**src/hw/rtl/assert_macros.svh**
```systemverilog
// Assertion helpers shared by the front, queue and back RTL files.
`ifndef ASSERT_MACROS_SVH
`define ASSERT_MACROS_SVH

// Clocked check, off while reset is asserted.
`define ASSERT_CLK(label, prop, msg) \
	label: assert property (@(posedge clk) disable iff (!arst_n) (prop)) else $error(msg);

// Implication: antecedent, then consequent on the next edge.
`define ASSERT_NEXT(label, ante, cons, msg) \
	label: assert property (@(posedge clk) disable iff (!arst_n) (ante) |=> (cons)) \
		else $error(msg);

`endif

```
**src/hw/rtl/nir_pkg.sv**
```systemverilog
package nir_pkg;

	localparam int MAX_SYMBOLS    = 64;
	localparam int CNT_W          = 7;
	localparam int DUR_W          = 15;
	localparam int DATA_BITS      = 32;
	localparam int HALF_BITS      = 16;
	localparam int FRAME_SYMBOLS  = 34;
	localparam int REPEAT_SYMBOLS = 2;
	localparam int LAST_DATA_IDX  = 32;
	localparam int QUEUE_DEPTH    = 2;
	localparam int QPTR_W         = 1;
	localparam int QCNT_W         = 2;
	localparam int ADDR_W         = 5;
	localparam int APB_W          = 32;

	localparam logic [DUR_W-1:0] RST_LEAD_MARK    = 15'd9000;
	localparam logic [DUR_W-1:0] RST_LEAD_SPACE   = 15'd4500;
	localparam logic [DUR_W-1:0] RST_BIT_MARK     = 15'd560;
	localparam logic [DUR_W-1:0] RST_ZERO_SPACE   = 15'd560;
	localparam logic [DUR_W-1:0] RST_ONE_SPACE    = 15'd1690;
	localparam logic [DUR_W-1:0] RST_REPEAT_SPACE = 15'd2250;
	localparam logic [DUR_W-1:0] RST_TOLERANCE    = 15'd200;

	typedef enum logic [2:0] {
		ST_FRAME_OK   = 3'd0,
		ST_FRAME_BAD  = 3'd1,
		ST_REPEAT_OK  = 3'd2,
		ST_REPEAT_BAD = 3'd3,
		ST_UNKNOWN    = 3'd4
	} status_t;

	typedef enum logic [2:0] {
		REG_LEAD_MARK    = 3'd0,
		REG_LEAD_SPACE   = 3'd1,
		REG_BIT_MARK     = 3'd2,
		REG_ZERO_SPACE   = 3'd3,
		REG_ONE_SPACE    = 3'd4,
		REG_REPEAT_SPACE = 3'd5,
		REG_TOLERANCE    = 3'd6
	} reg_idx_t;

	typedef struct packed {
		logic [DUR_W-1:0] lead_mark;
		logic [DUR_W-1:0] lead_space;
		logic [DUR_W-1:0] bit_mark;
		logic [DUR_W-1:0] zero_space;
		logic [DUR_W-1:0] one_space;
		logic [DUR_W-1:0] repeat_space;
		logic [DUR_W-1:0] tolerance;
	} timing_t;

	// One finished burst, handed from the front to the back.
	typedef struct packed {
		status_t               status;
		logic [DATA_BITS-1:0]  bits;
	} burst_req_t;

	typedef struct packed {
		logic full;
		logic empty;
	} queue_stat_t;

endpackage

```
**src/hw/rtl/nir_front.sv**
```systemverilog
`include "assert_macros.svh"

module nir_front import nir_pkg::*; (
	input  logic                clk,
	input  logic                arst_n,
	input  timing_t             timing,
	input  logic                sym_valid,
	input  logic [DUR_W-1:0]    mark_duration,
	input  logic [DUR_W-1:0]    space_duration,
	input  logic                end_of_burst,
	input  logic                queue_full,
	output logic                sym_stall,
	output logic                push,
	output burst_req_t          push_req
);

	logic [CNT_W-1:0]     count_q;
	logic                 good_q;
	logic [DATA_BITS-1:0] shift_q;
	logic                 rep_q;

	logic [CNT_W-1:0]     count_d;
	logic [CNT_W:0]       count_inc;
	logic                 good_d;
	logic [DATA_BITS-1:0] shift_d;
	logic                 rep_d;
	logic                 accept;
	logic                 lm_ok, ls_ok, rs_ok, bm_ok, zs_ok, os_ok;
	status_t              status_d;

	// Strict window; a tolerance above the spec value never matches.
	function automatic logic in_win(input logic [DUR_W-1:0] d, input logic [DUR_W-1:0] s,
			input logic [DUR_W-1:0] t);
		logic [DUR_W:0] hi;
		logic [DUR_W:0] lo;
		hi = {1'b0, s} + {1'b0, t};
		lo = {1'b0, s} - {1'b0, t};
		return (t <= s) && ({1'b0, d} < hi) && ({1'b0, d} > lo);
	endfunction

	assign sym_stall = queue_full;
	assign accept    = sym_valid && !queue_full;

	always_comb begin
		lm_ok = in_win(mark_duration, timing.lead_mark, timing.tolerance);
		bm_ok = in_win(mark_duration, timing.bit_mark, timing.tolerance);
		ls_ok = in_win(space_duration, timing.lead_space, timing.tolerance);
		rs_ok = in_win(space_duration, timing.repeat_space, timing.tolerance);
		zs_ok = in_win(space_duration, timing.zero_space, timing.tolerance);
		os_ok = in_win(space_duration, timing.one_space, timing.tolerance);
	end

	always_comb begin
		good_d  = good_q;
		shift_d = shift_q;
		rep_d   = rep_q;
		if (count_q == '0) begin
			rep_d = lm_ok && rs_ok;
			if (!(lm_ok && ls_ok))
				good_d = 1'b0;
		end else if (count_q <= CNT_W'(LAST_DATA_IDX)) begin
			// a one wins over a zero when both windows match
			if (!(bm_ok && (os_ok || zs_ok)))
				good_d = 1'b0;
			shift_d = {bm_ok && os_ok, shift_q[DATA_BITS-1:1]};
		end
		count_inc = {1'b0, count_q} + 1'b1;
		if (count_inc > (CNT_W+1)'(MAX_SYMBOLS))
			count_d = CNT_W'(MAX_SYMBOLS);
		else
			count_d = count_inc[CNT_W-1:0];
	end

	always_comb begin
		if (count_d == CNT_W'(FRAME_SYMBOLS))
			status_d = good_d ? ST_FRAME_OK : ST_FRAME_BAD;
		else if (count_d == CNT_W'(REPEAT_SYMBOLS))
			status_d = rep_d ? ST_REPEAT_OK : ST_REPEAT_BAD;
		else
			status_d = ST_UNKNOWN;
	end

	assign push            = accept && end_of_burst;
	assign push_req.status = status_d;
	assign push_req.bits   = shift_d;

	always_ff @(posedge clk or negedge arst_n) begin
		if (!arst_n) begin
			count_q <= '0;
			good_q  <= 1'b1;
			shift_q <= '0;
			rep_q   <= 1'b0;
		end else if (accept) begin
			if (end_of_burst) begin
				count_q <= '0;
				good_q  <= 1'b1;
				shift_q <= '0;
				rep_q   <= 1'b0;
			end else begin
				count_q <= count_d;
				good_q  <= good_d;
				shift_q <= shift_d;
				rep_q   <= rep_d;
			end
		end
	end

	`ASSERT_CLK(a_count_sat, count_q <= CNT_W'(MAX_SYMBOLS), "symbol count past saturation")
	`ASSERT_NEXT(a_burst_clear, push, (count_q == '0) && good_q && (shift_q == '0),
		"burst state not cleared after last symbol")

endmodule

```
**src/hw/rtl/nir_queue.sv**
```systemverilog
`include "assert_macros.svh"

module nir_queue import nir_pkg::*; (
	input  logic        clk,
	input  logic        arst_n,
	input  logic        push,
	input  burst_req_t  push_req,
	input  logic        pop,
	output burst_req_t  head,
	output queue_stat_t stat
);

	burst_req_t        mem_q [QUEUE_DEPTH];
	logic [QPTR_W-1:0] wr_q;
	logic [QPTR_W-1:0] rd_q;
	logic [QCNT_W-1:0] cnt_q;
	logic              do_push;
	logic              do_pop;

	assign stat.full  = (cnt_q == QCNT_W'(QUEUE_DEPTH));
	assign stat.empty = (cnt_q == '0);
	assign do_push    = push && !stat.full;
	assign do_pop     = pop && !stat.empty;
	assign head       = mem_q[rd_q];

	always_ff @(posedge clk) begin
		if (do_push)
			mem_q[wr_q] <= push_req;
	end

	always_ff @(posedge clk or negedge arst_n) begin
		if (!arst_n) begin
			wr_q  <= '0;
			rd_q  <= '0;
			cnt_q <= '0;
		end else begin
			if (do_push)
				wr_q <= wr_q + 1'b1;
			if (do_pop)
				rd_q <= rd_q + 1'b1;
			if (do_push && !do_pop)
				cnt_q <= cnt_q + 1'b1;
			else if (do_pop && !do_push)
				cnt_q <= cnt_q - 1'b1;
		end
	end

	`ASSERT_CLK(a_q_bound, cnt_q <= QCNT_W'(QUEUE_DEPTH), "queue count overflow")
	`ASSERT_NEXT(a_q_fill, do_push && !do_pop, !stat.empty, "pushed request vanished")

endmodule

```
**src/hw/rtl/nir_back.sv**
```systemverilog
`include "assert_macros.svh"

module nir_back import nir_pkg::*; (
	input  logic                 clk,
	input  logic                 arst_n,
	input  burst_req_t           head,
	input  queue_stat_t          qstat,
	output logic                 pop,
	output logic                 res_valid,
	input  logic                 res_stall,
	output logic [2:0]           status,
	output logic [HALF_BITS-1:0] address,
	output logic [HALF_BITS-1:0] command
);

	logic                 valid_q;
	status_t              status_q;
	logic [HALF_BITS-1:0] addr_q;
	logic [HALF_BITS-1:0] cmd_q;

	// Output slot refills when empty or when its request is taken this edge.
	assign pop       = !qstat.empty && (!valid_q || !res_stall);
	assign res_valid = valid_q;
	assign status    = status_q;
	assign address   = addr_q;
	assign command   = cmd_q;

	always_ff @(posedge clk or negedge arst_n) begin
		if (!arst_n) begin
			valid_q <= 1'b0;
			addr_q  <= '0;
			cmd_q   <= '0;
		end else begin
			if (pop) begin
				valid_q <= 1'b1;
				if (head.status == ST_FRAME_OK) begin
					addr_q <= head.bits[HALF_BITS-1:0];
					cmd_q  <= head.bits[DATA_BITS-1:HALF_BITS];
				end
			end else if (!res_stall) begin
				valid_q <= 1'b0;
			end
		end
	end

	always_ff @(posedge clk) begin
		if (pop)
			status_q <= head.status;
	end

	`ASSERT_NEXT(a_saved_hold, pop && (head.status != ST_FRAME_OK),
		$stable(addr_q) && $stable(cmd_q), "stored address changed on a non-frame result")

endmodule

```
**src/hw/rtl/nec_ir_frame_decoder_unit.sv**
```systemverilog
// NEC infrared frame decoder.
// Input channel: one pulse symbol per request (mark_duration, space_duration,
// end_of_burst), taken when in_valid is high and in_stall is low.
// Output channel: one result (status, address, command) per burst, presented
// on out_valid and held while out_stall is high.
// Throughput: one symbol per cycle. in_stall rises only when the two-entry
// burst queue between front and back is full, which only an output stall can cause.
// After the last symbol is taken, the front classifies the burst and enqueues it;
// the back then loads it into the output slot, raising out_valid, once the slot is free.
// Timing registers sit on an APB port, 4-byte spaced, pready tied high;
// write them only while no burst is in flight.
// Reset clears the burst state, the stored address and command, the queue and
// the output slot, and loads the standard NEC timings with tolerance 200.
// While the receiver stalls, the held result stays put, the queue fills and
// then input is stalled.
module nec_ir_frame_decoder_unit import nir_pkg::*; (
	input  logic                 clk,
	input  logic                 arst_n,
	input  logic                 psel,
	input  logic                 penable,
	input  logic                 pwrite,
	input  logic [ADDR_W-1:0]    paddr,
	input  logic [APB_W-1:0]     pwdata,
	output logic [APB_W-1:0]     prdata,
	output logic                 pready,
	input  logic                 in_valid,
	output logic                 in_stall,
	input  logic [DUR_W-1:0]     mark_duration,
	input  logic [DUR_W-1:0]     space_duration,
	input  logic                 end_of_burst,
	output logic                 out_valid,
	input  logic                 out_stall,
	output logic [2:0]           status,
	output logic [HALF_BITS-1:0] address,
	output logic [HALF_BITS-1:0] command
);

	timing_t     timing_q;
	reg_idx_t    reg_idx;
	logic        cfg_wr;
	logic        push;
	logic        pop;
	burst_req_t  push_req;
	burst_req_t  head;
	queue_stat_t qstat;
	logic [DUR_W-1:0] rd_val;

	assign pready  = 1'b1;
	assign reg_idx = reg_idx_t'(paddr[ADDR_W-1:2]);
	assign cfg_wr  = psel && penable && pwrite;

	always_ff @(posedge clk or negedge arst_n) begin
		if (!arst_n) begin
			timing_q.lead_mark    <= RST_LEAD_MARK;
			timing_q.lead_space   <= RST_LEAD_SPACE;
			timing_q.bit_mark     <= RST_BIT_MARK;
			timing_q.zero_space   <= RST_ZERO_SPACE;
			timing_q.one_space    <= RST_ONE_SPACE;
			timing_q.repeat_space <= RST_REPEAT_SPACE;
			timing_q.tolerance    <= RST_TOLERANCE;
		end else if (cfg_wr) begin
			unique case (reg_idx)
				REG_LEAD_MARK:    timing_q.lead_mark    <= pwdata[DUR_W-1:0];
				REG_LEAD_SPACE:   timing_q.lead_space   <= pwdata[DUR_W-1:0];
				REG_BIT_MARK:     timing_q.bit_mark     <= pwdata[DUR_W-1:0];
				REG_ZERO_SPACE:   timing_q.zero_space   <= pwdata[DUR_W-1:0];
				REG_ONE_SPACE:    timing_q.one_space    <= pwdata[DUR_W-1:0];
				REG_REPEAT_SPACE: timing_q.repeat_space <= pwdata[DUR_W-1:0];
				REG_TOLERANCE:    timing_q.tolerance    <= pwdata[DUR_W-1:0];
				default: ;
			endcase
		end
	end

	always_comb begin
		unique case (reg_idx)
			REG_LEAD_MARK:    rd_val = timing_q.lead_mark;
			REG_LEAD_SPACE:   rd_val = timing_q.lead_space;
			REG_BIT_MARK:     rd_val = timing_q.bit_mark;
			REG_ZERO_SPACE:   rd_val = timing_q.zero_space;
			REG_ONE_SPACE:    rd_val = timing_q.one_space;
			REG_REPEAT_SPACE: rd_val = timing_q.repeat_space;
			REG_TOLERANCE:    rd_val = timing_q.tolerance;
			default:          rd_val = '0;
		endcase
	end

	assign prdata = APB_W'(rd_val);

	nir_front u_front (
		.clk            (clk),
		.arst_n         (arst_n),
		.timing         (timing_q),
		.sym_valid      (in_valid),
		.mark_duration  (mark_duration),
		.space_duration (space_duration),
		.end_of_burst   (end_of_burst),
		.queue_full     (qstat.full),
		.sym_stall      (in_stall),
		.push           (push),
		.push_req       (push_req)
	);

	nir_queue u_queue (
		.clk      (clk),
		.arst_n   (arst_n),
		.push     (push),
		.push_req (push_req),
		.pop      (pop),
		.head     (head),
		.stat     (qstat)
	);

	nir_back u_back (
		.clk       (clk),
		.arst_n    (arst_n),
		.head      (head),
		.qstat     (qstat),
		.pop       (pop),
		.res_valid (out_valid),
		.res_stall (out_stall),
		.status    (status),
		.address   (address),
		.command   (command)
	);

endmodule

```
**config.mk**
```make
export PLATFORM = sky130hd
export DESIGN_NAME = nec_ir_frame_decoder_unit
export DESIGN_NICKNAME = d
export VERILOG_FILES = /design/src/hw/rtl/nir_pkg.sv /design/src/hw/rtl/nir_front.sv /design/src/hw/rtl/nir_queue.sv /design/src/hw/rtl/nir_back.sv /design/src/hw/rtl/nec_ir_frame_decoder_unit.sv
export VERILOG_INCLUDE_DIRS = /design/src /design/src/hw/rtl
export SDC_FILE = /design/constraint.sdc
export NUM_CORES = 1
export LEC_CHECK = 0
export BUFFER_PORTS_ARGS = -buffer_cell sky130_fd_sc_hd__buf_2
export CORE_UTILIZATION = 49
export CTS_BUF_LIST = sky130_fd_sc_hd__clkbuf_4 sky130_fd_sc_hd__clkbuf_8
export DETAILED_ROUTE_END_ITERATION = 16
export PLACE_DENSITY = 0.73
export SYNTH_ARGS = -nofsm -noshare
export SYNTH_HDL_FRONTEND = slang
export SYNTH_SLANG_ARGS = --single-unit
```
**constraint.sdc**
```tcl
create_clock -name clk -period 5.45 [get_ports clk]
set_clock_uncertainty 0.05 [all_clocks]
set_input_delay 0.2725 -clock clk [delete_from_list [all_inputs] [get_ports clk]]
set_output_delay 0.2725 -clock clk [all_outputs]
set_load 0.05 [all_outputs]
```
# == Yosys cells after proc, flatten, opt, wreduce, memory -nomap -nowiden ==
# Memories as Yosys holds them, arrays and structs flattened.
# Index checks and enable logic that the tools add are counted.
# word_totals
reg_bits,186
ram_bits,70
out_inout_bits,70
word_cells,135
mem_count,1
# classes
add_sub_neg,17
order_cmp,20
eq_ne,10
muxes,23
reduce_logical,46
# memory_table
name,depth,word_bits,rd,rd_ports_with_merged_regs,write_ports,line,source
u_queue.mem_q,2,35,1,0,1,nir_queue.sv:13,burst_req_t mem_q [QUEUE_DEPTH];
# ops
op,count
15-bit case mux with 7 select lines,1
15-bit by 15-bit adder with 16-bit output,6
15-bit by 16-bit greater-than comparator with 1-bit output,6
15-bit by 16-bit < comparator with 1-bit output,6
32-bit two-way mux,3
15-bit by 15-bit subtractor with 16-bit output,6
15-bit <= comparator,6
1-bit logical AND,25
2-bit AND reduction,8
7-bit two-way mux,2
1-bit two-way mux,13
3-bit equality test (second input constant),3
7-bit by 1-bit adder with 8-bit output (second input constant),1
8-bit by 7-bit greater-than comparator with 1-bit output (second input constant),1
7-bit by 2-bit equality test with 1-bit output (second input constant),1
7-bit by 6-bit equality test with 1-bit output (second input constant),1
7-bit by 6-bit <= comparator with 1-bit output (second input constant),1
7-bit logical NOT,1
3-bit by 2-bit equality test with 1-bit output (second input constant),2
1-bit logical NOT,6
3-bit logical NOT,2
3-bit two-way mux,2
2-bit two-way mux,2
3-bit by 1-bit equality test with 1-bit output (second input constant),1
other kinds (8),10

# == Depth between registers and ports, before layout ==
# Gate-level depths: netlist of run 1.
# depth
ltp_word,11
mapped_depth,22
ltp_nobuf,22

# == By module ==
# A second synthesis of run 1 with hierarchy kept.
# hier_totals
cells_unflattened,2317
area_unflattened_um2,23399.9
# modules_own_cells
module,n_inst,cells_per_inst,area_each_um2,seq_area_each_um2
nir_front,1,1731,13842.0,1027.2
nec_ir_frame_decoder_unit,1,382,5198.7,2665.1
nir_queue,1,128,2872.8,2202.1
nir_back,1,76,1486.4,915.9

# == Least setup slack after synthesis of run 1 ==
# Ideal clock, no wire load.
# synth_timing
kind,register to register
from,register timing_q[1] (netlist name)
to,memory u_queue.mem_q[0][32] (netlist name) (data pin)
setup_time_ns,0.268
t_arrival_ns,4.765
slack_ns,0.368
path_stages_with_launch,21
path_cell_list,dfrtp_1 inv_1 fa_1 a21oi_1 nor2_1 o21ai_0 a21oi_1 o21a_1 o21a_1 o41a_1 and4_1 nor3_1 ha_1 nand3_1 nor4_1 nor4_2 and3_1 o21ai_1 or4_4 a32oi_1 o21ai_1
# synth_rtl
item,line,source
"start, declared",nec_ir_frame_decoder_unit.sv:38,timing_t timing_q;
"end, declared",nir_queue.sv:13,

==> results.md, run 1 <==
- The run finished with clean final reports.
- The most frequent cell after synthesis is sky130_fd_sc_hd__ha_1.
- The source-to-sink clock delay at the later pin of the worst-skew pair is 0.57 ns.
- VDD sags by at most 0.0003040 V.
- Summing all flip-flop and latch instances after layout gives 6812 um^2.
- In this run the remaining antenna-violating nets after routing total 0.
- The max-slew headroom at the worst pin is 0.2506.
- The cell area after layout is 25150 um^2.
- The initialized floorplan defines 78 standard-cell rows.
- Including well taps, the total number of placed cells is 3070.
- The critical path in this run is classified as reg -> reg.
- The power per cell area is 501.3 nW/um^2.
- In this run the number of H-tree levels came out at 2.
- The critical path ends at u_queue.mem_q[1][32].
- The launching element type of the critical path is a register.
- The number of ports placed on the die boundary is about 150.
- For this run, the register share of the synthesized area comes to 0.2985.
- The initial cell density of the core is 0.4995.
- The total of fill cells in the finished design is ~4k.
- The total routing usage reported by global routing is 0.2790.
- The synthesized design spends more area on one cell type than any other, namely sky130_fd_sc_hd__ha_1.
- Of the total power, combinational logic draws 0.631.
- Entering global routing, the biggest net connects 82 pins.
- The number of antenna violations at the first check in global routing is 1.
- Of the post-synthesis cell area, the dominant cell type holds 0.1958.
- Internal power comes to 6.590 mW.
- The remaining global-route overflow is 0.
- The synthesis-to-layout area growth is 10.22%.
- Summing every instance area after synthesis gives ~23000 um^2.
- The core outline area is 45670 um^2.
- Buffers inserted during clock tree synthesis total 41.
- Setup repair after global routing left no endpoint under its margin.
- The number of nets in the layout is ~3.0k.
- In this run the worst hold path is classified as in -> reg.
- Synthesis inferred roughly 260 register bits.
- The fraction of final layout cells sized beyond drive strength 1 is 0.1669.
- The count of vias placed by the detailed router is 18.97k.
- The net switching component of the power is around 6 mW.
- The violation count after the first detailed-route iteration is 1558.
- Measured against the total synthesized area, the mux share comes to 0.08956.
- The count of unresolved DRC violations after routing is 0.
- At the worst endpoint, the required time is 5.79 ns.
- The worst path in the final design needs a cycle of a little over 5 ns, including I/O delays and setup.
- The fraction of registers with async set/reset is 0.7148.
- For the pin with the worst max-slew slack, the measured transition is 1.121 ns.
- The total die area is between 40000 and 50000 um^2.
- The xor and xnor fraction of the mapped netlist area is 0.05797.
- The commonest cells after synthesis are 357 x sky130_fd_sc_hd__ha_1, 181 x sky130_fd_sc_hd__a21oi_1, 170 x sky130_fd_sc_hd__nor2_1, 152 x sky130_fd_sc_hd__dfrtp_1, 152 x sky130_fd_sc_hd__o21ai_0.
- The critical path startpoint is timing_q[6].
- The root buffer cell chosen for the clock tree is sky130_fd_sc_hd__clkbuf_8.
- Setup violations remaining at the end of the flow were counted as 0.
- The most used flip-flop cell after synthesis is sky130_fd_sc_hd__dfrtp_1.
- The count of buffers from port buffering is around 110.
- The CTS tree is yes.
- STA classifies the critical path endpoint as a register.
- Of the total power, the clock network draws 0.140.
- The CTS sink count is 256.
- Static timing analysis puts the maximum clock frequency at around 190 MHz.
- The final hold violation count is 0.
- Summed over all layers, the routed wires come to around 67000 um.
- Of all nets on the critical path, the largest fanout is 9.
- The final number of max-transition violations was 0.
- The wire length of the first global-routing pass is 102700 um.
- The setup TNS after final layout is 0 ns.
- The last weighted congestion value of the routability-driven placer is 0.9442.
- For the worst setup path, the data arrival time is 5.50 ns.
- After synthesis, the largest family of logic cells by area is adder cells.
- After clock tree synthesis, the clock-pin slew on the worst setup and hold paths is 0.06 ns.
- The post-synthesis simple-gate area fraction is 0.1177.
- In this run the static leakage power is 11.62 nW.
- Summing all multi-input logic gate instances after layout gives 15080 um^2.
- Detailed placement ended at an HPWL of 53110 um.
- The x dimension of the die is 217.8 um.
- The setup slack on the worst flop-to-flop path is ~0.3 ns.
- The routed via count divided by cell count is 5.990.
- Of the total power, the share spent switching nets is 0.4772.
- The first detailed-routing pass ran for 5 iterations.
- In this run the deepest clock path goes through 3 buffers.
- In this run the critical register-to-register path is launched from timing_q[6].
- The count of cells along the worst hold path is 3.
- The instance area at placement is about 24000 um^2.
- Max-cap violations in this run came to 0.
- Dividing the synthesized area by the synthesized cell count gives 9.435 um^2.
- During synthesis, Yosys emitted a total of 0 warnings.
- The final non-filler cell total is 3167.
- Of the total power, registers draw 0.229.
- The vertical die dimension is 217.8 um.
- The number of global-route vias before repair is 18.88k.
- In the synthesized netlist, the number of instances is about 2.4k.
- The count of flip-flops with a built-in enable after synthesis is 73.
- Synthesis instantiated 78 different standard cells from the library.
- The logic depth of the worst register-to-register path is 19.
- The synthesized-area fraction occupied by adder cells is 0.2063.
- The complex-gate fraction of the synthesized area was 0.1842.
- In the finished design, the share of the clock period the worst path needs comes to 0.9462.
- The worst register-to-register path ends at u_queue.mem_q[1][32].
- Dividing the detail-routed wire length by the instance count gives 21.23 um.
- Ranked by total cell area, the synthesized netlist is headed by sky130_fd_sc_hd__ha_1 20%, sky130_fd_sc_hd__dfrtp_1 17%, sky130_fd_sc_hd__edfxtp_1 9.6%.
==> registers in the layout, summed over array words and instances, names as in the netlist, 2 cells and up <==
| register | flops |
|---|---|
| u_queue.mem_q | 70 |
| u_back.address | 16 |
| u_queue.cnt_q | 2 |
| u_back.command | 16 |
| u_front.count_q | 7 |
| u_back.status | 3 |
| timing_q | 105 |
| u_front.shift_q | 32 |
==> stage by stage <==
step | utilization | hold slack [ns] | power (mW) | worst slack [ns]
finish | 0.5505 | 0.04762 | 12.61 | 0.2934
global route | 0.5505 | 0.03350 | 13.58 | 0.02212
CTS | 0.5489 | 0.02649 | 12.52 | 0.1641
detailed placement | 0.5261 | 0.2206 | 10.70 | 0.1842
global placement | 0.5261 | 0.2108 | 10.47 | 0.1701
floorplan | - | -0.07309 | 8.512 | 0.3675
==> critical path, cell delays in order (launching register included) <==
cell                        delay, ns
sky130_fd_sc_hd__dfstp_2         0.68
sky130_fd_sc_hd__inv_1           0.28
sky130_fd_sc_hd__ha_1            0.55
sky130_fd_sc_hd__nor3_1          0.09
sky130_fd_sc_hd__nor2_1          0.18
sky130_fd_sc_hd__o21a_1          0.15
sky130_fd_sc_hd__o31ai_1         0.10
sky130_fd_sc_hd__a21oi_1         0.35
sky130_fd_sc_hd__nor2_1          0.08
sky130_fd_sc_hd__o21bai_1        0.17
sky130_fd_sc_hd__xnor2_1         0.15
sky130_fd_sc_hd__ha_1            0.29
sky130_fd_sc_hd__a2111oi_1       0.47
sky130_fd_sc_hd__o21ai_0         0.21
sky130_fd_sc_hd__a211o_1         0.30
sky130_fd_sc_hd__and3_1          0.19
sky130_fd_sc_hd__o21ai_2         0.14
sky130_fd_sc_hd__nand2b_2        0.21
sky130_fd_sc_hd__o311ai_0        0.15
sky130_fd_sc_hd__o21ai_1         0.21
==> worst min-delay path by stage <==
| stage | from | end | slack [ns] |
|---|---|---|---|
| 6_report | pwdata[5] | timing_q[5] | 0.05 |
| 5_1_grt | pwdata[5] | timing_q[20] | 0.03 |
| 4_1_cts | pwdata[5] | timing_q[20] | 0.03 |
| 3_5_place_dp | arst_n | u_back.address[10] | 0.22 |
| 3_3_place_gp | arst_n | u_back.address[10] | 0.21 |
| 2_1_floorplan | arst_n | timing_q[0] | -0.07 |
==> power by group through the flow <==
stage | sequential [mW] | clock (mW) | combinational (mW)
finish | 2.89 | 1.77 | 7.95
global route | 2.93 | 1.88 | 8.77
CTS | 2.87 | 1.80 | 7.85
detailed placement | 2.90 | 0 | 7.80
global placement | 2.88 | 0 | 7.59
floorplan | 3.11 | 0 | 5.40
==> placed cells by master, fill, tap and decap left out, types with 50 or more instances in the layout <==
cell,Yosys,layout
sky130_fd_sc_hd__ha_1,357,357
sky130_fd_sc_hd__a21oi_1,181,180
sky130_fd_sc_hd__nor2_1,170,168
sky130_fd_sc_hd__o21ai_0,152,151
sky130_fd_sc_hd__dfrtp_1,152,151
sky130_fd_sc_hd__nand2_1,140,140
sky130_fd_sc_hd__inv_1,132,131
sky130_fd_sc_hd__mux2_2,123,123
sky130_fd_sc_hd__xnor2_1,117,117
sky130_fd_sc_hd__buf_2,5,106
sky130_fd_sc_hd__edfxtp_1,73,73
sky130_fd_sc_hd__buf_4,18,54
sky130_fd_sc_hd__a21o_1,52,52
sky130_fd_sc_hd__mux2i_1,50,50
==> what timing repair did <==
item,4_1_cts,5_1_grt
setup buffers,0,4
hold buffers,16,0
endpoints found under the setup margin,0,6
hold endpoints to repair,103,0
gates resized for setup,0,13
==> logic make-up (layout without fill, tap and decap cells) <==
kind of cell / Yosys count / in the layout
fa+ha+maj: 369 / 369
simple gates: 559 / 559
other cells: 2 / 20
buf+inv: 254 / 385
flops: 256 / 256
xor+xnor: 151 / 151
mux: 180 / 180
compound gates: 647 / 647
==> cell type report <==
cell class                 count  area share
multi-input combinational   1924      0.5995
sequential                   256      0.2709
timing repair buffer         178     0.04458
clock buffer                  70     0.03259
tap                          600     0.02986
inverter                     132     0.01985
clock inverter                 5    0.002488
antenna                        2   0.0001990
==> routing by layer <==
metal | wire, um | track usage | vias up | share of wire
met5 | 0 | 0 | - | 0
met4 | 2383 | 0.1084 | 0 | 0.035
met3 | 3366 | 0.02510 | 123 | 0.050
met2 | 31270 | 0.4645 | 526 | 0.47
met1 | 30210 | 0.3745 | 9294 | 0.45
li1 | - | - | 9028 | -
No activity file was read; power rests on OpenSTA's default activity.
==> run 2, diff against run 1 <==
--- a/config.mk
+++ b/config.mk
@@ -7,10 +7,10 @@
 export NUM_CORES = 1
 export LEC_CHECK = 0
 export BUFFER_PORTS_ARGS = -buffer_cell sky130_fd_sc_hd__buf_2
-export CORE_UTILIZATION = 49
+export CORE_UTILIZATION = 55
 export CTS_BUF_LIST = sky130_fd_sc_hd__clkbuf_4 sky130_fd_sc_hd__clkbuf_8
 export DETAILED_ROUTE_END_ITERATION = 16
-export PLACE_DENSITY = 0.73
+export PLACE_DENSITY = 0.8
 export SYNTH_ARGS = -nofsm -noshare
 export SYNTH_HDL_FRONTEND = slang
 export SYNTH_SLANG_ARGS = --single-unit
==> results.md, run 2 (same netlist as run 1, synthesis figures left out) <==
- The run finished with clean final reports.
- The multi-input logic area is 15060 um^2 (about the same).
- The CTS root buffer is sky130_fd_sc_hd__clkbuf_8.
- The final non-filler cell total came to 3088 (-2.5%).
- The worst stage delay on the critical path is 0.67 ns (about the same).
- The number of flip-flops under the largest register name is 105 (unchanged).
- The violation count after the first detailed-route iteration is 1456 (-6.5%).
- The power per cell area was 504.0 nW/um^2 (+0.53%).
- The pre-CTS setup slack is 0.2616 ns (+0.07738 ns).
- The highest clock frequency the design can meet is 187.5 MHz (-3.3%).
- The routed via count divided by cell count came to 6.183 (+3.2%).
- The number of H-tree levels is 2 (unchanged).
- The master of the slowest instance on the critical path is sky130_fd_sc_hd__dfstp_2.
- The total clock buffers created by CTS was 40 (-2.4%).
- The start-to-end type of the worst setup path is reg -> reg.
- The x dimension of the die is 205.7 um (-5.6%).
- STA classifies the critical path endpoint as a register.
- The final number of max-transition violations is 0 (unchanged).
- The remaining global-route overflow is 0 (unchanged).
- The floorplan row count came to 74 (-5.1%).
- The clock transition at the registers of the reported paths came to 0.06 ns (about the same).
- The final hold violation count is 0 (unchanged).
- The endpoint arrival time on the critical path came to 5.57 ns (+0.07 ns).
- The maximum buffer depth of the clock tree is 3 (unchanged).
- The area of all sequential standard cells is 6812 um^2 (unchanged).
- The estimated wirelength of the detail-placed design is 52180 um (-1.8%).
- The number of global-route vias before repair was 18.86k (-0.15%).
- The total of fill cells in the finished design is 3410 (-15%).
- The final worst slack is 0.1167 ns (-0.1767 ns).
- The number of nets in the layout is 2970 (-0.24%).
- The signal on the critical path passes through inv_1 -> ha_1 -> nor4_2 -> o211ai_1 -> o2111ai_1 -> a21oi_1 -> nor2_1 -> nor2_1 -> xnor2_1 -> ha_1 -> a21oi_1 -> o22ai_1 -> a2111oi_0 -> and3_1 -> a2111o_1 -> nand2_1 -> or4_4 -> a32oi_1 -> o21ai_1.
- The total die area is 42300 um^2 (-11%).
- The number of nets with antenna violations after routing is 0 (unchanged).
- The highest fanout seen on the critical path is 8 (-1).
- The final count of negative-setup-slack endpoints is 0 (unchanged).
- The total routing usage reported by global routing was 0.3140 (+0.03498).
- The CTS tree is yes.
- The maximum number of pins on one net before global-route repair is 87 (+6.1%).
- The count of unresolved DRC violations after routing is 0 (unchanged).
- The per-cell routed wire length is 21.60 um (+1.7%).
- The initial cell density of the core came to 0.5587 (+0.05924).
- The vertical die dimension is 205.7 um (-5.6%).
- The share of the clock period used by the worst path after layout was 0.9786 (+0.03243).
- The library cells used most frequently in the layout, excluding fill and tap cells, are 357 x sky130_fd_sc_hd__ha_1, 181 x sky130_fd_sc_hd__a21oi_1, 166 x sky130_fd_sc_hd__nor2_1.
- The CTS sink count is 256 (unchanged).
- The largest registers in the layout are timing_q (105), u_queue.mem_q (70), u_front.shift_q (32).
- The source-to-sink clock delay at the later pin of the worst-skew pair is 0.55 ns (-0.02 ns).
- The fraction of final layout cells sized beyond drive strength 1 is 0.1631 (-0.003716).
- The count of buffers from port buffering came to 107 (unchanged).
- The wire length of the first global-routing pass is 102600 um (about the same).
- The final critical path time including I/O delays and setup is 5.333 ns (+0.1767 ns).
- The setup slack on the worst flop-to-flop path came to 0.12 ns (-0.18 ns).
- The data required time at the worst endpoint is 5.69 ns (-0.10 ns).
- The number of antenna violations at the first check in global routing is 0 (-1).
- Compared with the post-synthesis result, the final layout area differs by 9.493%.
- The number of cells in the design after placement came to 3002 (-2.2%).
- The count of vias placed by the detailed router is 19.09k (+0.65%).
- The register containing the most flip-flops in the final layout is timing_q.
- The min-delay analysis places its worst path in the category in -> reg.
- The most frequent standard cell in the layout excluding fill and tap cells is sky130_fd_sc_hd__ha_1.
- The total iterations of the first detailed-routing run came to 7 (+2).
- The total leakage power is 11.59 nW (-0.23%).
- The peak ir drop on the vdd network was 0.0002052 V (-33%).
- The last weighted congestion value of the routability-driven placer came to 0.9464 (+0.23%).
- The sum of routed wire length over all layers is 66690 um (-0.79%).
- The reported max-cap violation count is 0 (unchanged).
- The total buffers and inverters traversed by the critical path was 1 (unchanged).
- The launching element type of the critical path is a register.
- The critical path's top delay family is compound AO/OA/AOI/OAI gates.
- The core outline area is 40830 um^2 (-11%).
- The total inserted antenna cells is 0 (-2).
- The number of ports placed on the die boundary is 145 (unchanged).
- The transition time at the pin with the least slew margin is 1.166 ns (+0.04439 ns).
- The max-slew headroom at the worst pin is 0.2209 (-0.02966).
-- run 2: changes by cell type in the layout (fill, tap and decap cells not counted), sizes merged --
cell	delta
clkbuf	-8
inv	+1
clkinv	+4
dlygate4sd3	-2
bufinv	+2
buf	-4
clkinvlp	-2
diode	-2
-- run 2: area by class of cell --
cell class	instances	area share
multi-input cells	1924	0.6031
clock inverters	10	0.005409
flip-flops and latches	256	0.2727
well taps	532	0.02665
inverters	132	0.01983
clock buffers	62	0.02965
repair buffers	172	0.04272
-- run 2: final timing paths --
check,start,to,cells past startpoint
max,timing_q[7],u_queue.mem_q[1][32],19
min,pwdata[0],timing_q[15],3
max reg2reg,timing_q[7],u_queue.mem_q[1][32],19
min reg2reg,u_back.command[3],u_back.command[3],2
max in group asynchronous,arst_n,timing_q[46],3
min in group asynchronous,arst_n,u_back.address[9],2
-- run 2: what timing repair did --
action | 4_1_cts | 5_1_grt
hold buffers | 14 | 0
gates resized for setup | 0 | 3
endpoints found under the setup margin | 0 | 2
endpoints found under the hold margin | 103 | 0
buffers inserted | 0 | 0
-- run 2: per-layer routing --
metal | track usage | share of wire | up-vias | wire length (um)
met4 | 0.1362 | 0.040 | 0 | 2686
met2 | 0.5101 | 0.47 | 617 | 31080
met3 | 0.02756 | 0.053 | 131 | 3542
li1 | - | - | 9018 | -
met5 | 0 | 0 | - | 0
met1 | 0.4265 | 0.44 | 9328 | 29380
-- run 2: worst register-to-register path, cell delays in order, from the launching register on --
cell and delay (ns):
sky130_fd_sc_hd__dfstp_2 0.67, sky130_fd_sc_hd__inv_1 0.25, sky130_fd_sc_hd__ha_1 0.47, sky130_fd_sc_hd__nor4_2 0.44, sky130_fd_sc_hd__o211ai_1 0.15, sky130_fd_sc_hd__o2111ai_1 0.39
sky130_fd_sc_hd__a21oi_1 0.13, sky130_fd_sc_hd__nor2_1 0.10, sky130_fd_sc_hd__nor2_1 0.06, sky130_fd_sc_hd__xnor2_1 0.13, sky130_fd_sc_hd__ha_1 0.30, sky130_fd_sc_hd__a21oi_1 0.13
sky130_fd_sc_hd__o22ai_1 0.09, sky130_fd_sc_hd__a2111oi_0 0.42, sky130_fd_sc_hd__and3_1 0.28, sky130_fd_sc_hd__a2111o_1 0.21, sky130_fd_sc_hd__nand2_1 0.07, sky130_fd_sc_hd__or4_4 0.45
sky130_fd_sc_hd__a32oi_1 0.21, sky130_fd_sc_hd__o21ai_1 0.10
-- run 2: where the power goes --
group          switching [mW]  leakage, nW  internal (mW)
Sequential              0.450         2.95           2.41
Clock                   0.742        0.469           1.01
Combinational            4.81         8.17           3.17
-- run 2: per-stage QoR --
step	utilization	total power, mW	instance area (um^2)	setup TNS (ns)	hold WS, ns
after CTS	0.6114	12.50	24970	0	0.007759
after floorplan	-	8.512	22870	0	-0.07309
final	0.6118	12.59	24980	0	0.02208
after detailed placement	0.5865	10.70	23950	0	0.3244
after global routing	0.6118	13.54	24980	-0.04907	0.04055
after global placement	0.5865	10.49	23950	0	0.3134
==> run 3, diff against run 2 <==
--- a/config.mk
+++ b/config.mk
@@ -11,6 +11,7 @@
 export CTS_BUF_LIST = sky130_fd_sc_hd__clkbuf_4 sky130_fd_sc_hd__clkbuf_8
 export DETAILED_ROUTE_END_ITERATION = 16
 export PLACE_DENSITY = 0.8
+export REMOVE_ABC_BUFFERS = 1
 export SYNTH_ARGS = -nofsm -noshare
 export SYNTH_HDL_FRONTEND = slang
 export SYNTH_SLANG_ARGS = --single-unit
==> results.md, run 3 (same netlist as run 1, synthesis figures left out) <==
- The startpoint of the tightest hold check path is pwdata[11].
- Among all stages on the critical path, the largest delay is contributed by sky130_fd_sc_hd__or4_4.
- The data required time at the worst endpoint is 5.70 ns (about the same).
- The source-to-sink clock delay at the later pin of the worst-skew pair is 0.55 ns (about the same).
- The final count of negative-setup-slack endpoints was 0 (unchanged).
- The floorplan row count came to 74 (unchanged).
- The CTS root buffer is sky130_fd_sc_hd__clkbuf_8.
- The final number of max-transition violations is 0 (unchanged).
- The last weighted congestion value of the routability-driven placer is 1.008 (+6.6%).
- Walking the worst path, the cells encountered are clkinvlp_4 -> fa_1 -> a21oi_1 -> nor2_1 -> o21ai_0 -> a21oi_1 -> o21a_1 -> o21a_1 -> o41a_1 -> and4_1 -> nor3_1 -> ha_1 -> nand3_1 -> nor4_1 -> nor4_2 -> and3_1 -> o21ai_1 -> or4_4 -> a32oi_1 -> o21ai_1.
- The number of antenna violations at the first check in global routing is 0 (unchanged).
- The estimated wirelength of the detail-placed design came to 51820 um (-0.68%).
- The number of H-tree levels was 2 (unchanged).
- The vertical die dimension was 205.7 um (unchanged).
- The sum of routed wire length over all layers is 66930 um (+0.36%).
- The reported max-cap violation count is 0 (unchanged).
- The core outline area is 40830 um^2 (unchanged).
- The pre-CTS setup slack is 0.1311 ns (-0.1305 ns).
- The total clock buffers created by CTS is 39 (-2.5%).
- The number of ports placed on the die boundary is 145 (unchanged).
- The CTS tree is yes.
- The maximum number of pins on one net before global-route repair came to 77 (-11%).
- The initial cell density of the core is 0.5587 (unchanged).
- The remaining global-route overflow is 0 (unchanged).
- The wire length of the first global-routing pass is 102200 um (-0.41%).
- The highest clock frequency the design can meet came to 194.7 MHz (+3.8%).
- The count of cells along the worst hold path is 3 (unchanged).
- In the layout the commonest cells are 357 x sky130_fd_sc_hd__ha_1, 181 x sky130_fd_sc_hd__a21oi_1, 168 x sky130_fd_sc_hd__nor2_1.
- STA classifies the critical path startpoint as a register.
- The final worst slack is 0.3127 ns (+0.1960 ns).
- The peak ir drop on the vdd network is 0.0002364 V (+15%).
- The number of nets with antenna violations after routing came to 0 (unchanged).
- The highest fanout seen on the critical path is 7 (-1).
- The endpoint arrival time on the critical path is 5.38 ns (-0.19 ns).
- The power per cell area is 501.2 nW/um^2 (-0.55%).
- The total setup buffers inserted after CTS is 0 (unchanged).
- The number of nets in the layout was 2966 (-0.13%).
- The count of buffers from port buffering came to 107 (unchanged).
- The max-slew headroom at the worst pin came to 0.2604 (+0.03942).
- The type of element capturing the critical path is a register.
- The terminating pin of the worst hold path is timing_q[11].
- Setup repair after global routing left no endpoint under its margin.
- The count of vias placed by the detailed router is 19.05k (-0.23%).
- The share of the clock period used by the worst path after layout is 0.9426 (-0.03597).
- The total leakage power came to 11.53 nW (-0.54%).
- The total iterations of the first detailed-routing run is 6 (-1).
- Ranked by flip-flop count, first place goes to timing_q.
- The final critical path time including I/O delays and setup came to 5.137 ns (-0.1960 ns).
- The final hold violation count is 0 (unchanged).
- In this run the critical register-to-register path is captured at u_queue.mem_q[1][32].
- The CTS sink count came to 256 (unchanged).
- In the final layout, the registers with the most flip-flops are timing_q (105), u_queue.mem_q (70), u_front.shift_q (32).
- The x dimension of the die is 205.7 um (unchanged).
- The final core utilization is 0.6099 (-0.001930).
- The total die area is 42300 um^2 (unchanged).
- The critical path in this run is classified as reg -> reg.
- The number of global-route vias before repair is 18.53k (-1.7%).
- The launch point of the worst reg-to-reg path is timing_q[1].
- The most frequent standard cell in the layout excluding fill and tap cells is sky130_fd_sc_hd__ha_1.
- The violation count after the first detailed-route iteration was 1615 (+11%).
- The count of unresolved DRC violations after routing came to 0 (unchanged).
- The area growth from synthesis to layout is 9.148%.
- The setup TNS after final layout is 0 ns (unchanged).
- The worst stage delay on the critical path is 0.61 ns (-0.06 ns).
- The per-cell routed wire length is 21.70 um (+0.46%).
- The total routing usage reported by global routing is 0.3140 (about the same).
- The transition time at the pin with the least slew margin came to 1.109 ns (-0.05636 ns).
- The logic depth of the worst register-to-register path came to 20 (+1).
- The type of the most critical hold path is in -> reg.
- The routed via count divided by cell count was 6.175 (-0.13%).
- The clock transition at the registers of the reported paths is 0.07 ns (about the same).
- The number of flip-flops under the largest register name is 105 (unchanged).
- The fraction of final layout cells sized beyond drive strength 1 is 0.1614 (-0.001704).
- The maximum buffer depth of the clock tree is 3 (unchanged).
- The setup slack on the worst flop-to-flop path is 0.31 ns (+0.20 ns).
- The run finished with clean final reports.
-- run 3: layout make-up --
type	instances	area (um^2)
multi-input combinational	1924	15060
fill	3377	15930
inverter	132	499.2
sequential	256	6813
clock inverter	15	141.4
clock buffer	56	676.9
timing repair buffer	169	1045
antenna	1	2.502
tap	532	665.6
-- run 3: timing repair --
item                                    in CTS  in global routing
gates resized for setup                      0                  5
hold endpoints to repair                    83                  0
hold buffers                                14                  0
endpoints found under the setup margin       0                  2
-- run 3: power breakdown --
| group | switching, mW | total [mW] | internal (mW) |
|---|---|---|---|
| clock network | 0.754 | 1.66 | 0.906 |
| logic | 4.80 | 7.96 | 3.16 |
| registers | 0.457 | 2.86 | 2.41 |
-- run 3: stage by stage --
step / power [mW] / std cells / hold slack (ns) / instance area (um^2)
3_5_place_dp: 10.69 / 2999 / 0.2387 / 23920
2_1_floorplan: 8.471 / 2312 / -0.07309 / 22330
4_1_cts: 12.39 / 3084 / 0.01213 / 24880
5_1_grt: 13.41 / 3084 / 0.03089 / 24900
3_3_place_gp: 10.44 / 2999 / 0.2288 / 23920
6_report: 12.48 / 3085 / 0.03619 / 24900
-- run 3: metal layers --
metal | share of wire | global-route usage | vias to the layer above
met5 | 0 | 0 | -
met2 | 0.48 | 0.5320 | 605
met3 | 0.063 | 0.03548 | 101
li1 | - | - | 9032
met1 | 0.43 | 0.4173 | 9313
met4 | 0.028 | 0.09894 | 0
-- run 3: critical path: cells and delay by family, from the launching register on --
kind                     cells  cell delay (ns)
AO/OA/AOI/OAI                9             1.84
AND/OR/NAND/NOR              8             1.55
adder cells (fa/ha/maj)      2             0.81
flip-flops                   1             0.38
buffers and inverters        1             0.25
-- run 3: worst max-delay path by stage --
stage / from / to / slack, ns
6_report: timing_q[1] / u_queue.mem_q[1][32] / 0.31
5_1_grt: timing_q[7] / u_queue.mem_q[0][32] / 0.01
4_1_cts: timing_q[0] / u_queue.mem_q[0][32] / 0.15
3_5_place_dp: timing_q[0] / u_queue.mem_q[1][32] / 0.13
3_3_place_gp: timing_q[0] / u_queue.mem_q[0][32] / 0.20
2_1_floorplan: timing_q[1] / u_queue.mem_q[0][32] / 0.37
